==> config.mk <==
export PLATFORM = sky130hd
export DESIGN_NAME = cbb_div
export DESIGN_NICKNAME = d
export VERILOG_FILES = /design/src/hdl/clipped_box_blur_macros.svh /design/src/hdl/cbb_pkg.sv /design/src/hdl/cbb_div.sv
export SDC_FILE = /design/constraint.sdc
export NUM_CORES = 1
export LEC_CHECK = 0
export BUFFER_PORTS_ARGS = -buffer_cell sky130_fd_sc_hd__buf_2
export CAP_MARGIN = 10
export CORE_MARGIN = 2
export CORE_UTILIZATION = 54
export DETAILED_ROUTE_END_ITERATION = 6
export HOLD_SLACK_MARGIN = 0.03
export PLACE_DENSITY = 0.89
export SKIP_LAST_GASP = 1
export SYNTH_ARGS = -nofsm -noshare
export SYNTH_HDL_FRONTEND = slang
export SYNTH_SLANG_ARGS = --single-unit
==> constraint.sdc <==
create_clock -name clk -period 2.13 [get_ports clk]
set_input_delay 0.426 -clock clk [delete_from_list [all_inputs] [get_ports clk]]
set_output_delay 0.426 -clock clk [all_outputs]
set_load 0.01 [all_outputs]
==> src/hdl/clipped_box_blur_macros.svh <==
// ----------------------------------------------------------------------------
// Clipped box blur assertion macros
// Shared property macros for the blur block. They expect clk and rst in scope.
// ----------------------------------------------------------------------------
`ifndef CLIPPED_BOX_BLUR_MACROS_SVH
`define CLIPPED_BOX_BLUR_MACROS_SVH

// The consequent must hold in the same cycle as the antecedent.
`define CBB_ASSERT_NOW(label, cond, chk, msg) \
  label: assert property (@(posedge clk) disable iff (rst) (cond) |-> (chk)) \
    else $error(msg);

// The consequent must hold in the cycle after the antecedent.
`define CBB_ASSERT_NEXT(label, cond, chk, msg) \
  label: assert property (@(posedge clk) disable iff (rst) (cond) |=> (chk)) \
    else $error(msg);

`endif

==> src/hdl/cbb_pkg.sv <==
// ----------------------------------------------------------------------------
// Clipped box blur package
// Sizes, codes, state encoding and interface structs shared by the blur block.
// ----------------------------------------------------------------------------
package cbb_pkg;

  localparam int MAX_WIDTH   = 64;
  localparam int MAX_HEIGHT  = 64;
  localparam int MAX_RADIUS  = 7;
  localparam int STORE_DEPTH = MAX_WIDTH * MAX_HEIGHT;
  localparam int ADDR_W      = $clog2(STORE_DEPTH);

  localparam int COL_W  = 6;
  localparam int ROW_W  = 6;
  localparam int SIZE_W = 7;
  localparam int RAD_W  = 3;
  localparam int CH_W   = 8;
  localparam int PIX_W  = 3 * CH_W;
  localparam int SUM_W  = 2 * CH_W;
  localparam int CNT_W  = 8;
  localparam int NUM_CH = 3;
  localparam int CHSEL_W = $clog2(NUM_CH);
  localparam int STEP_W = $clog2(CH_W);

  localparam int CFG_IDX_W = 2;
  localparam int CFG_DATA_W = SIZE_W;

  localparam logic [CFG_IDX_W-1:0] CFG_REGION_WIDTH  = 2'd0;
  localparam logic [CFG_IDX_W-1:0] CFG_REGION_HEIGHT = 2'd1;
  localparam logic [CFG_IDX_W-1:0] CFG_BLUR_RADIUS   = 2'd2;

  localparam logic OP_LOAD  = 1'b0;
  localparam logic OP_QUERY = 1'b1;

  localparam logic [CHSEL_W-1:0] CH_RED   = 2'd0;
  localparam logic [CHSEL_W-1:0] CH_GREEN = 2'd1;
  localparam logic [CHSEL_W-1:0] CH_BLUE  = 2'd2;

  typedef enum logic [2:0] {
    ST_IDLE,
    ST_SCAN,
    ST_DRAIN,
    ST_DIV_START,
    ST_DIV_WAIT,
    ST_RESULT
  } cbb_state_t;

  typedef struct packed {
    logic [SIZE_W-1:0] width;
    logic [SIZE_W-1:0] height;
    logic [RAD_W-1:0]  radius;
  } cbb_cfg_t;

  typedef struct packed {
    logic              we;
    logic [ADDR_W-1:0] waddr;
    logic [PIX_W-1:0]  wdata;
    logic              re;
    logic [ADDR_W-1:0] raddr;
  } cbb_store_req_t;

  typedef struct packed {
    logic             start;
    logic [SUM_W-1:0] dividend;
    logic [CNT_W-1:0] divisor;
  } cbb_div_req_t;

  typedef struct packed {
    logic            busy;
    logic            done;
    logic [CH_W-1:0] quotient;
  } cbb_div_rsp_t;

  function automatic logic [ADDR_W-1:0] store_addr(input logic [ROW_W-1:0] r,
                                                   input logic [COL_W-1:0] c);
    store_addr = ADDR_W'(r) * ADDR_W'(MAX_WIDTH) + ADDR_W'(c);
  endfunction

endpackage

==> src/hdl/cbb_div.sv <==
// ----------------------------------------------------------------------------
// Clipped box blur divider
// Restoring divider producing one quotient bit per cycle for a channel mean.
// ----------------------------------------------------------------------------
module cbb_div (
  input  logic                  clk,
  input  logic                  rst,
  input  cbb_pkg::cbb_div_req_t req,
  output cbb_pkg::cbb_div_rsp_t rsp
);
  import cbb_pkg::*;

  localparam logic [STEP_W-1:0] STEP_LAST = STEP_W'(CH_W - 1);

  logic              busy;
  logic              done;
  logic [STEP_W-1:0] step;
  logic [CH_W-1:0]   rem;
  logic [CH_W-1:0]   low;
  logic [CH_W-1:0]   quo;
  logic [CNT_W-1:0]  dvs;
  logic [CH_W:0]     trial;
  logic [CH_W:0]     diff;
  logic              qbit;
  logic [CH_W-1:0]   rem_next;

  // The mean never exceeds a channel value, so the upper dividend byte is
  // already below the divisor and only the low byte needs quotient bits.
  always_comb begin
    trial    = {rem, low[CH_W-1]};
    diff     = trial - {1'b0, dvs};
    qbit     = (trial >= {1'b0, dvs});
    rem_next = qbit ? diff[CH_W-1:0] : trial[CH_W-1:0];
  end

  always_ff @(posedge clk) begin
    if (rst) begin
      busy <= 1'b0;
      done <= 1'b0;
      step <= '0;
    end else begin
      done <= 1'b0;
      if (req.start) begin
        busy <= 1'b1;
        step <= '0;
      end else if (busy) begin
        step <= step + 1'b1;
        if (step == STEP_LAST) begin
          busy <= 1'b0;
          done <= 1'b1;
        end
      end
    end
  end

  always_ff @(posedge clk) begin
    if (req.start) begin
      rem <= req.dividend[SUM_W-1:CH_W];
      low <= req.dividend[CH_W-1:0];
      dvs <= req.divisor;
    end else if (busy) begin
      rem <= rem_next;
      low <= {low[CH_W-2:0], 1'b0};
      quo <= {quo[CH_W-2:0], qbit};
    end
  end

  assign rsp.busy     = busy;
  assign rsp.done     = done;
  assign rsp.quotient = quo;

endmodule

==> flow_metrics.py <==
metrics = {
    "cts": {
        "clk_pin_slew_ns": 0.12,
        "cts.hold.buffers_added": 0,
        "clk-insertion-delay-late_ns": 0.35,
        "cts_made_buffers": 5,
        "htree_levels": 2,
        "clock_path_buffers": 2,
        "cts.root.buffer_cell": "clkbuf_4",
        "cts_sinks": 37,
        "cts_tree": "done",
    },
    "floorplanning": {
        "dieArea_mm2": 0.00407,
        "core_area_mm2": 0.00339,
        "die_w_um": 63.8,
        "chipHeight_um": 63.8,
        "ios": 37,
        "start_util": 0.570,
        "rows": 21,
    },
    "power_and_ir_drop": {
        "ir_drop_v": 0.000549,
        "intPower_uw": 1420,
        "power_switching_uw": 650,
        "p_seq_frac": 0.450,
        "power_density_mw_per_mm2": 905,
        "clkPwrFrac": 0.233,
        "power_frac_comb": 0.316,
        "sw_frac_of_total": 0.315,
        "total_power_uw": 2070,
        "leakagePower_uw": 0.000918,
    },
    "final_layout": {
        "fin_nets": 239,
        "finalNonFillerCells": 248,
        "area_growth_pct": 18.3,
        "antenna_cells": 0,
        "post-route-util": 0.674,
        "drive_above_1_share": 0.347,
    },
    "grt": {
        "grt_pass1_wl_um": 5990,
        "grt_antenna_before_repair": 0,
        "grt_usage": 0.195,
        "grt_pass1_vias": 1350,
        "grt_overflow_total": 0,
        "grt_max_degree": 18,
    },
    "synthesis": {
        "avgSynthCellArea_um2": 12.0,
        "yosysSeqAreaShare": 0.550,
        "async_flop_share": 0,
        "synthTopCellsByArea": "edfxtp_1 50%, ha_1 6.5%, dfxtp_1 5.2%",
        "synth_area_mm2": 0.00193,
        "netlist.top_cell.by_area": "edfxtp_1",
        "synth_nets": 199,
        "netlist-cell-type-count": 42,
        "ys.flop_type": "edfxtp_1",
        "synth_edf_count": 32,
        "yosysMostFrequentCell": "edfxtp_1",
        "synthCells": 161,
        "synth_top_area_share": 0.498,
        "yosysWarnings": 0,
        "netlist_top_cells_count": "32 x edfxtp_1, 13 x inv_1, 12 x nor2_1",
        "yosys_register_bits": 37,
    },
    "detailed_routing": {
        "drtAntennaViolNets": 0,
        "num_vias": 1415,
        "drt_iter0_markers": 73,
        "drt-total-wl_um": 3930,
        "wl_per_cell_um": 15.8,
        "vias_per_cell": 5.71,
        "drt-pass1-iter-count": 4,
        "post-route-drc-count": 0,
    },
    "setup_path": {
        "criticalPathCategory": "flop to flop",
        "end_kind": "flop",
        "worstReg2RegEnd": "rem[3]",
        "crit_path_max_fanout": 8,
        "critPathLaunchType": "flop",
        "cp_cell_sequence": "ha_1, nor2b_4, o31a_4, o21a_4, o21ai_0, a31oi_1",
        "worst_path_max_delay_cell": "edfxtp_1",
        "critPathRequiredTime_ns": 2.22,
        "ff2ff_setup_slack_ns": -0.007,
        "critical_path_arrival_ns": 2.22,
        "rr_worst_depth": 6,
        "regToRegStartpoint": "rem[0]",
        "slowest_delay_ns": 0.46,
    },
    "placed_design": {
        "placedCellCount": 239,
        "io_buffers": 36,
        "dp_hpwl_um": 2790,
        "gp_congestion": 0.954,
    },
    "sta": {
        "finalClockSkew_ns": 0.00738,
        "fmax_mhz": 468,
        "timing.final.ws_setup_ns": -0.00667,
        "layout_min_cycle_time_ns": 2.14,
        "final-setup-viol-count": 1,
        "period_share": 1.00,
        "slew_violations": 0,
        "max_slew_margin": 0.518,
        "whs_ns": 0.244,
        "rsz0062_at_grt": "true",
        "hold_viol": 0,
        "worst_pin_slew_ns": 0.721,
    },
    "worst_hold_path": {
        "hp-class": "input pin to flop",
        "hold_depth": 1,
        "min_to": "dvs[7]",
        "hp-start": "req[7]",
    },
    "status": {
        "status": "finished with violations",
        "failed_checks": "setup timing",
    },
    "run": {
        "cap_violations": 0,
    },
}
[cells in the final DEF (no fill, tap or decap), drive strengths merged, types with 3 or more instances in the layout]
master	synthesis	final
nand2	10	10
mux2	7	7
o21a	3	3
mux2i	4	4
nor2	12	12
nand3	6	6
o21ai	11	11
clkbuf	4	5
nor3	3	3
edfxtp	32	32
a31oi	5	5
nor2b	3	3
a21oi	3	3
dfxtp	5	5
buf	3	40
inv	13	13
ha	10	10
[per-stage QoR]
| stage | worst slack, ns | setup TNS (ns) | instance area (µm²) |
|---|---|---|---|
| after detailed placement | -0.0146 | -0.0146 | 2160 |
| after CTS | 0.00113 | 0 | 2240 |
| after floorplan | 0.164 | 0 | 1930 |
| after global routing | -0.0789 | -0.170 | 2280 |
| final | -0.00667 | -0.00667 | 2280 |
| after global placement | 0.0425 | 0 | 2160 |
[power by group through the flow]
stage,Sequential (µW),Combinational (µW),Clock [µW]
after floorplan,931,460,0
after global placement,941,576,0
after detailed placement,945,600,0
after CTS,927,608,493
after global routing,936,719,526
final,931,654,482
[timing repair]
action | 4_1_cts | 5_1_grt
pin swaps | 0 | 3
gates cloned | 0 | 0
buffers inserted | 0 | 1
setup endpoints to repair | 2 | 7
gates resized for setup | 2 | 8
hold endpoints to repair | 0 | 0
[cell type report]
cell class,count,area [µm²]
tap,46,57.6
inverter,13,48.8
timing repair buffer,40,210
clock buffer,5,37.5
fill,262,1100
sequential,37,1060
clock inverter,3,41.3
multi-input combinational,104,828
[per-layer routing]
layer  vias up  GRT usage  wire (µm)
met3        10     0.0722        280
met1       678      0.243       1620
met4         0     0.0571         67
met5         -          0          0
li1        671          -          -
met2        56      0.319       1960
[kinds of logic after synthesis]
| kind of cell | synth area share |
|---|---|
| XOR/XNOR | 0.0136 |
| AO/OA/AOI/OAI | 0.138 |
| flip-flops | 0.550 |
| adder cells (fa/ha/maj) | 0.0752 |
| buffers and inverters | 0.0434 |
| multiplexers | 0.0616 |
| AND/OR/NAND/NOR | 0.119 |
[critical path, delay by kind of cell (launching register included)]
family | cells | cell delay, ns
AO/OA/AOI/OAI | 4 | 0.93
adder cells (fa/ha/maj) | 1 | 0.34
flip-flops | 1 | 0.46
AND/OR/NAND/NOR | 1 | 0.14
[sequential cells by signal, summed over array words and instances (netlist names)]
name	count
busy	1
done	1
dvs	8
low	8
quo	8
rem	8
step	3
[worst max-delay path by stage]
stage / cells after the start / endpoint / start
5_1_grt: 7 / rem[3] / dvs[1]
3_3_place_gp: 8 / rem[6] / low[7]
4_1_cts: 6 / rem[1] / rem[0]
2_1_floorplan: 6 / rem[0] / rem[0]
3_5_place_dp: 6 / rem[1] / rem[0]
6_report: 6 / rem[3] / rem[0]
Power figures use the tool's default switching activity.
