## config.mk

```make
export PLATFORM = sky130hd
export DESIGN_NAME = cbb_ctrl
export DESIGN_NICKNAME = d
export VERILOG_FILES = /design/src/hdl/clipped_box_blur_macros.svh /design/src/hdl/cbb_pkg.sv /design/src/hdl/cbb_ctrl.sv
export SDC_FILE = /design/constraint.sdc
export NUM_CORES = 1
export LEC_CHECK = 0
export ABC_AREA = 1
export ABC_CLOCK_PERIOD_IN_PS = 8800
export BUFFER_PORTS_ARGS = -buffer_cell sky130_fd_sc_hd__buf_4
export CAP_MARGIN = 20
export CORE_UTILIZATION = 44
export CTS_BUF_LIST = sky130_fd_sc_hd__clkbuf_8
export DETAILED_ROUTE_END_ITERATION = 6
export GPL_TIMING_DRIVEN = 0
export PLACE_DENSITY = 0.67
export SYNTH_ARGS = -nofsm -noshare
export SYNTH_HDL_FRONTEND = slang
export SYNTH_SLANG_ARGS = --single-unit
export TNS_END_PERCENT = 50
```

## constraint.sdc

```tcl
create_clock -name clk -period 8.8 [get_ports clk]
set_input_delay 1.76 -clock clk [delete_from_list [all_inputs] [get_ports clk]]
set_output_delay 1.76 -clock clk [all_outputs]
set_load 0.02 [all_outputs]
```

## src/hdl/clipped_box_blur_macros.svh

```systemverilog
// ----------------------------------------------------------------------------
// Clipped box blur assertion macros
// Shared property macros for the blur block. They expect clk and rst in scope.
// ----------------------------------------------------------------------------
`ifndef CLIPPED_BOX_BLUR_MACROS_SVH
`define CLIPPED_BOX_BLUR_MACROS_SVH

// The consequent must hold in the same cycle as the antecedent.
`define CBB_ASSERT_NOW(label, cond, chk, msg) \
  label: assert property (@(posedge clk) disable iff (rst) (cond) |-> (chk)) \
    else $error(msg);

// The consequent must hold in the cycle after the antecedent.
`define CBB_ASSERT_NEXT(label, cond, chk, msg) \
  label: assert property (@(posedge clk) disable iff (rst) (cond) |=> (chk)) \
    else $error(msg);

`endif

```

## src/hdl/cbb_pkg.sv

```systemverilog
// ----------------------------------------------------------------------------
// Clipped box blur package
// Sizes, codes, state encoding and interface structs shared by the blur block.
// ----------------------------------------------------------------------------
package cbb_pkg;

  localparam int MAX_WIDTH   = 64;
  localparam int MAX_HEIGHT  = 64;
  localparam int MAX_RADIUS  = 7;
  localparam int STORE_DEPTH = MAX_WIDTH * MAX_HEIGHT;
  localparam int ADDR_W      = $clog2(STORE_DEPTH);

  localparam int COL_W  = 6;
  localparam int ROW_W  = 6;
  localparam int SIZE_W = 7;
  localparam int RAD_W  = 3;
  localparam int CH_W   = 8;
  localparam int PIX_W  = 3 * CH_W;
  localparam int SUM_W  = 2 * CH_W;
  localparam int CNT_W  = 8;
  localparam int NUM_CH = 3;
  localparam int CHSEL_W = $clog2(NUM_CH);
  localparam int STEP_W = $clog2(CH_W);

  localparam int CFG_IDX_W = 2;
  localparam int CFG_DATA_W = SIZE_W;

  localparam logic [CFG_IDX_W-1:0] CFG_REGION_WIDTH  = 2'd0;
  localparam logic [CFG_IDX_W-1:0] CFG_REGION_HEIGHT = 2'd1;
  localparam logic [CFG_IDX_W-1:0] CFG_BLUR_RADIUS   = 2'd2;

  localparam logic OP_LOAD  = 1'b0;
  localparam logic OP_QUERY = 1'b1;

  localparam logic [CHSEL_W-1:0] CH_RED   = 2'd0;
  localparam logic [CHSEL_W-1:0] CH_GREEN = 2'd1;
  localparam logic [CHSEL_W-1:0] CH_BLUE  = 2'd2;

  typedef enum logic [2:0] {
    ST_IDLE,
    ST_SCAN,
    ST_DRAIN,
    ST_DIV_START,
    ST_DIV_WAIT,
    ST_RESULT
  } cbb_state_t;

  typedef struct packed {
    logic [SIZE_W-1:0] width;
    logic [SIZE_W-1:0] height;
    logic [RAD_W-1:0]  radius;
  } cbb_cfg_t;

  typedef struct packed {
    logic              we;
    logic [ADDR_W-1:0] waddr;
    logic [PIX_W-1:0]  wdata;
    logic              re;
    logic [ADDR_W-1:0] raddr;
  } cbb_store_req_t;

  typedef struct packed {
    logic             start;
    logic [SUM_W-1:0] dividend;
    logic [CNT_W-1:0] divisor;
  } cbb_div_req_t;

  typedef struct packed {
    logic            busy;
    logic            done;
    logic [CH_W-1:0] quotient;
  } cbb_div_rsp_t;

  function automatic logic [ADDR_W-1:0] store_addr(input logic [ROW_W-1:0] r,
                                                   input logic [COL_W-1:0] c);
    store_addr = ADDR_W'(r) * ADDR_W'(MAX_WIDTH) + ADDR_W'(c);
  endfunction

endpackage

```

## src/hdl/cbb_ctrl.sv

```systemverilog
// ----------------------------------------------------------------------------
// Clipped box blur sequencer
// Takes items, writes loads to the store, scans the clipped window of a query,
// sums the channels and runs the shared divider once per channel.
// ----------------------------------------------------------------------------
module cbb_ctrl (
  input  logic                          clk,
  input  logic                          rst,
  input  cbb_pkg::cbb_cfg_t             cfg,
  input  logic                          in_valid,
  output logic                          in_ready,
  input  logic                          op,
  input  logic [cbb_pkg::COL_W-1:0]     col,
  input  logic [cbb_pkg::ROW_W-1:0]     row,
  input  logic [cbb_pkg::CH_W-1:0]      red_in,
  input  logic [cbb_pkg::CH_W-1:0]      green_in,
  input  logic [cbb_pkg::CH_W-1:0]      blue_in,
  output logic                          out_valid,
  input  logic                          out_ready,
  output logic [cbb_pkg::COL_W-1:0]     out_col,
  output logic [cbb_pkg::ROW_W-1:0]     out_row,
  output logic [cbb_pkg::CH_W-1:0]      red_out,
  output logic [cbb_pkg::CH_W-1:0]      green_out,
  output logic [cbb_pkg::CH_W-1:0]      blue_out,
  output cbb_pkg::cbb_store_req_t       store_req,
  input  logic [cbb_pkg::PIX_W-1:0]     store_rdata,
  output cbb_pkg::cbb_div_req_t         div_req,
  input  cbb_pkg::cbb_div_rsp_t         div_rsp
);
  import cbb_pkg::*;

  cbb_state_t state, state_next;

  logic [COL_W-1:0]   q_col;
  logic [ROW_W-1:0]   q_row;
  logic [COL_W-1:0]   x0, x1, cur_x;
  logic [ROW_W-1:0]   y1, cur_y;
  logic               rd_pend;
  logic [SUM_W-1:0]   rsum, gsum, bsum;
  logic [CNT_W-1:0]   cnt;
  logic [CHSEL_W-1:0] ch;
  logic [CH_W-1:0]    mean_r, mean_g, mean_b;

  logic [SIZE_W-1:0]  w_c, h_c, rad_c;
  logic [RAD_W-1:0]   r_c;
  logic [SIZE_W-1:0]  cx, cy, x0_c, x1_c, y0_c, y1_c;
  logic               accept, take_query, load_ok, result_go, scan_last;

  always_comb begin
    if (cfg.width == '0) begin
      w_c = SIZE_W'(1);
    end else if (cfg.width > SIZE_W'(MAX_WIDTH)) begin
      w_c = SIZE_W'(MAX_WIDTH);
    end else begin
      w_c = cfg.width;
    end
    if (cfg.height == '0) begin
      h_c = SIZE_W'(1);
    end else if (cfg.height > SIZE_W'(MAX_HEIGHT)) begin
      h_c = SIZE_W'(MAX_HEIGHT);
    end else begin
      h_c = cfg.height;
    end
    r_c   = (cfg.radius > RAD_W'(MAX_RADIUS)) ? RAD_W'(MAX_RADIUS) : cfg.radius;
    rad_c = SIZE_W'(r_c);
    cx    = (SIZE_W'(col) < w_c) ? SIZE_W'(col) : w_c - 1'b1;
    cy    = (SIZE_W'(row) < h_c) ? SIZE_W'(row) : h_c - 1'b1;
    x0_c  = (cx > rad_c) ? cx - rad_c : '0;
    y0_c  = (cy > rad_c) ? cy - rad_c : '0;
    x1_c  = (cx + rad_c < w_c) ? cx + rad_c : w_c - 1'b1;
    y1_c  = (cy + rad_c < h_c) ? cy + rad_c : h_c - 1'b1;
  end

  assign accept     = in_valid && in_ready;
  assign take_query = accept && (op == OP_QUERY);
  assign load_ok    = (SIZE_W'(col) < SIZE_W'(MAX_WIDTH)) &&
                      (SIZE_W'(row) < SIZE_W'(MAX_HEIGHT));
  assign result_go  = !out_valid || out_ready;
  assign scan_last  = (cur_x == x1) && (cur_y == y1);

  always_comb begin
    state_next = state;
    unique case (state)
      ST_IDLE: begin
        if (in_valid && op == OP_QUERY) begin
          state_next = ST_SCAN;
        end
      end
      ST_SCAN: begin
        if (scan_last) begin
          state_next = ST_DRAIN;
        end
      end
      ST_DRAIN: begin
        state_next = ST_DIV_START;
      end
      ST_DIV_START: begin
        state_next = ST_DIV_WAIT;
      end
      ST_DIV_WAIT: begin
        if (div_rsp.done) begin
          state_next = (ch == CH_BLUE) ? ST_RESULT : ST_DIV_START;
        end
      end
      ST_RESULT: begin
        if (result_go) begin
          state_next = ST_IDLE;
        end
      end
      default: begin
        state_next = ST_IDLE;
      end
    endcase
  end

  always_comb begin
    in_ready        = (state == ST_IDLE);
    store_req.we    = accept && (op == OP_LOAD) && load_ok;
    store_req.waddr = store_addr(row, col);
    store_req.wdata = {red_in, green_in, blue_in};
    store_req.re    = (state == ST_SCAN);
    store_req.raddr = store_addr(cur_y, cur_x);
    div_req.start   = (state == ST_DIV_START);
    div_req.divisor = cnt;
    case (ch)
      CH_RED:   div_req.dividend = rsum;
      CH_GREEN: div_req.dividend = gsum;
      default:  div_req.dividend = bsum;
    endcase
  end

  always_ff @(posedge clk) begin
    if (rst) begin
      state     <= ST_IDLE;
      rd_pend   <= 1'b0;
      out_valid <= 1'b0;
    end else begin
      state   <= state_next;
      rd_pend <= store_req.re;
      if (out_valid && out_ready) begin
        out_valid <= 1'b0;
      end
      if (state == ST_RESULT && result_go) begin
        out_valid <= 1'b1;
      end
    end
  end

  always_ff @(posedge clk) begin
    if (take_query) begin
      q_col <= col;
      q_row <= row;
      x0    <= COL_W'(x0_c);
      x1    <= COL_W'(x1_c);
      y1    <= ROW_W'(y1_c);
      cur_x <= COL_W'(x0_c);
      cur_y <= ROW_W'(y0_c);
      rsum  <= '0;
      gsum  <= '0;
      bsum  <= '0;
      cnt   <= '0;
      ch    <= CH_RED;
    end else begin
      if (state == ST_SCAN) begin
        if (cur_x == x1) begin
          cur_x <= x0;
          cur_y <= cur_y + 1'b1;
        end else begin
          cur_x <= cur_x + 1'b1;
        end
      end
      if (rd_pend) begin
        rsum <= rsum + SUM_W'(store_rdata[PIX_W-1:2*CH_W]);
        gsum <= gsum + SUM_W'(store_rdata[2*CH_W-1:CH_W]);
        bsum <= bsum + SUM_W'(store_rdata[CH_W-1:0]);
        cnt  <= cnt + 1'b1;
      end
      if (state == ST_DIV_WAIT && div_rsp.done) begin
        case (ch)
          CH_RED:   mean_r <= div_rsp.quotient;
          CH_GREEN: mean_g <= div_rsp.quotient;
          default:  mean_b <= div_rsp.quotient;
        endcase
        ch <= ch + 1'b1;
      end
    end
  end

  always_ff @(posedge clk) begin
    if (state == ST_RESULT && result_go) begin
      out_col   <= q_col;
      out_row   <= q_row;
      red_out   <= mean_r;
      green_out <= mean_g;
      blue_out  <= mean_b;
    end
  end

endmodule

```

==> run summary <==
Syn Nets: 1303
Final hold vios: 0
Yosys Warn Count: 0
Crit path max-delay cell type: o21ai_0
ANT cells: 0
Final worst path period share: 68.45%
Layout cells sized above 1: 21.76%
Bufs on Longest Clock Path: 2
Critical path capture point type: flop
WL final: 22170 um
Max incr delay on CP: 0.51 ns
Ports: 205
Clk sinks: 165
Post-cts sizing count: 0
Total track usage: 19.80%
Clk Latency, worst-skew pair: 0.48 ns
Pre-Repair DR Iteration Count: 4
Worst hold-check path type: flop to flop
Mapped Cells: 1138
Clock-pin transition on the worst setup and hold timing paths: 0.11 ns
Initial DRC Count: 301
Power density cells: 248.2 mW/mm2
Leak Pwr: 0.005505 uW
Number of distinct library cells after synthesis: 45
Fmax achieved: 166.0 MHz
Total number of vias: 7950
Starting Density: 44.68%
Critical Path Source Type: input port
Vias per cell: 4.874
Headroom to the max-slew limit: 40.96%
Final core utilization: 54.75%
Final Max Slew Viols: 0
Dominant synthesized flop cell: edfxtp_1
Final net count: 1503
Setup_tns: 0 ns
Skew final: 0.01117 ns
Post-synth EDFFs: 102
Part of the Yosys area used for sequential elements: 44.48%
Fin crit period: 6.023 ns
CTS Root Cell: clkbuf_8
Cell mode on critical path: nand2_1
Core area: 0.02176 mm2
Synth-to-Final Area Change: 22.54%
Peak VDD IR: 0.1271 mV
First-pass GRT wire length: 34880 um
Largest net degree at the start of global routing: 37
CTS tree: built
Die W: 150.6 um
Metal3 WL: 1203 um
Top sig layer: met4
# rows: 54
Port-buffer cells: 178
DRC viols: 0
Crit path DAT: 6.23 ns
Avg Inst Size Synth: 8.542 um2
Vias in the first global route: 7309
Antenna violations before repair: 0
Met2 routed WL: 10720 um
Wirelength per Cell: 13.59 um
CTS Hold Bufs: 0
RSZ-0062 raised after global routing: false
M1 wire length: 10010 um
Overflow left after global routing: 0
Setup bufs post-CTS: 0
Die area: 0.02269 mm2
CTS Buf Count: 17
DRT antenna net count: 0
Final HPWL DP: 17230 um
Worst EP required: 9.00 ns
Maxcap violations: 0
Status: finished, final reports clean
GP Congestion: 0.9040
Yosys reg bits: 165
Fill cells: 2047
Peak fanout along the critical path: 10
Cell Area, Synth: 0.009721 mm2
Die Y: 150.6 um
Fraction of registers with async set/reset: 0%
Crit path kind: input port to flop
H-tree Lvls: 4
Final setup fails: 0
Slew @ Worst Pin: 0.8763 ns
## area by class of cell
| class | instances | area (um2) | area share [%] |
|---|---|---|---|
| Clock inverter | 15 | 206.4 | 1.733 |
| Inverter | 152 | 573.1 | 4.811 |
| Timing Repair Buffer | 181 | 1391 | 11.68 |
| Clock buffer | 17 | 234.0 | 1.964 |
| Buffer | 63 | 392.9 | 3.298 |
| Sequential cell | 165 | 4324 | 36.30 |
| Tap cell | 280 | 350.3 | 2.941 |
| Multi-Input combinational cell | 758 | 4439 | 37.27 |
## state kept, by name, indices dropped and copies added (netlist names)
name and cells:
bsum 16, gsum 16, rsum 16, blue_out 8, cnt 8, green_out 8, mean_b 8, mean_g 8
mean_r 8, red_out 8, cur_x 6, cur_y 6, out_col 6, out_row 6, q_col 6, q_row 6
x0 6, x1 6, y1 6, state 3, ch 2, out_valid 1, rd_pend 1
## worst paths after layout
path                   from     endpoint  slack, ns  cells after the start
setup / recovery    cfg[11]        x1[2]       2.78                     25
hold / removal    mean_b[3]  blue_out[3]       0.42                      0
setup reg to reg   state[1]     cur_y[3]       6.19                      8
hold reg to reg   mean_b[3]  blue_out[3]       0.42                      0
## per-stage QoR
step / power, uW / hold slack (ns) / cell area (um2) / instances / setup slack (ns)
final: 2957 / 0.4237 / 11910 / 1631 / 2.777
after floorplan: 1976 / 0.4003 / 9721 / 1138 / 3.123
after global routing: 3176 / 0.4305 / 11910 / 1631 / 2.273
after CTS: 2982 / 0.4287 / 11910 / 1631 / 2.762
after global placement: 2351 / 0.4004 / 11410 / 1596 / 2.292
after detailed placement: 2385 / 0.4045 / 11470 / 1599 / 2.260
## cells in the mapped netlist (2+ instances only)
cell      instances  area share (%)
ha_1             66             8.5
o21ai_2           2            0.18
nand3_1          52             2.7
clkbuf_1         22            0.85
nor3_1           18            0.93
or2_2             9            0.58
nand4_1          17             1.1
nand2_2          15            0.97
o21ai_0          74             3.8
a21oi_1          71             3.7
inv_1           148             5.7
nor2_2            2            0.13
a211oi_1          3            0.23
nor3_2            2            0.21
buf_4            37             2.9
o21bai_1         15             1.2
o211ai_1          7            0.54
a21oi_2           2            0.18
fa_1              7             1.4
edfxtp_1        102              32
nor2_1           83             3.2
inv_2             3            0.12
nand2_1         220             8.5
o21ai_1           6            0.31
xor2_1           27             2.4
buf_6             2            0.23
xnor2_1          13             1.2
and2_1            3            0.19
a22oi_1          16             1.2
o21a_1            9            0.70
nand3b_1          9            0.70
dfxtp_1          63              13
## power by group
part / internal [uW] / switching [uW]
Sequential: 997 / 106
Clock: 231 / 359
Combinational: 496 / 768
Total: 1720 / 1230
## critical path: cells and delay by family
kind | cells | cell delay [ns]
adders and majority gates | 3 | 0.82
buffers and inverters | 5 | 0.63
AOI/OAI and AO/OA | 6 | 1.58
and+or+nand+nor | 11 | 1.43
## logic make-up after synthesis
family	Yosys count	synth area share [%]
AND/OR/NAND/NOR	434	19.54
adder cells (fa/ha/maj)	73	9.937
AO/OA/AOI/OAI	210	12.40
buffers and inverters	215	9.924
multiplexers	1	0.1158
XOR/XNOR	40	3.604
flip-flops	165	44.48
## layer usage
metal,global-route usage [%],up-vias
met3,4.515,18
met4,4.550,0
li1,-,4172
met5,0,-
met2,34.88,173
met1,24.45,3587
## cell usage in the layout, fill, tap and decap left out, types with 6 or more instances in the layout
cell and instances:
nor3_1 18, o211ai_1 7, clkbuf_1 21, a22oi_1 16
clkbuf_8 17, buf_4 216, a21oi_1 71, dfxtp_1 63
fa_1 7, or2_2 9, xnor2_1 13, nand2_1 220
nand3_1 52, o21bai_1 15, o21ai_1 6, nand3b_1 9
inv_1 148, nand4_1 17, xor2_1 27, o21ai_0 74
nor2_1 82, nand2_2 15, edfxtp_1 102, o21a_1 9
ha_1 66
Power figures use the tool's default switching activity.
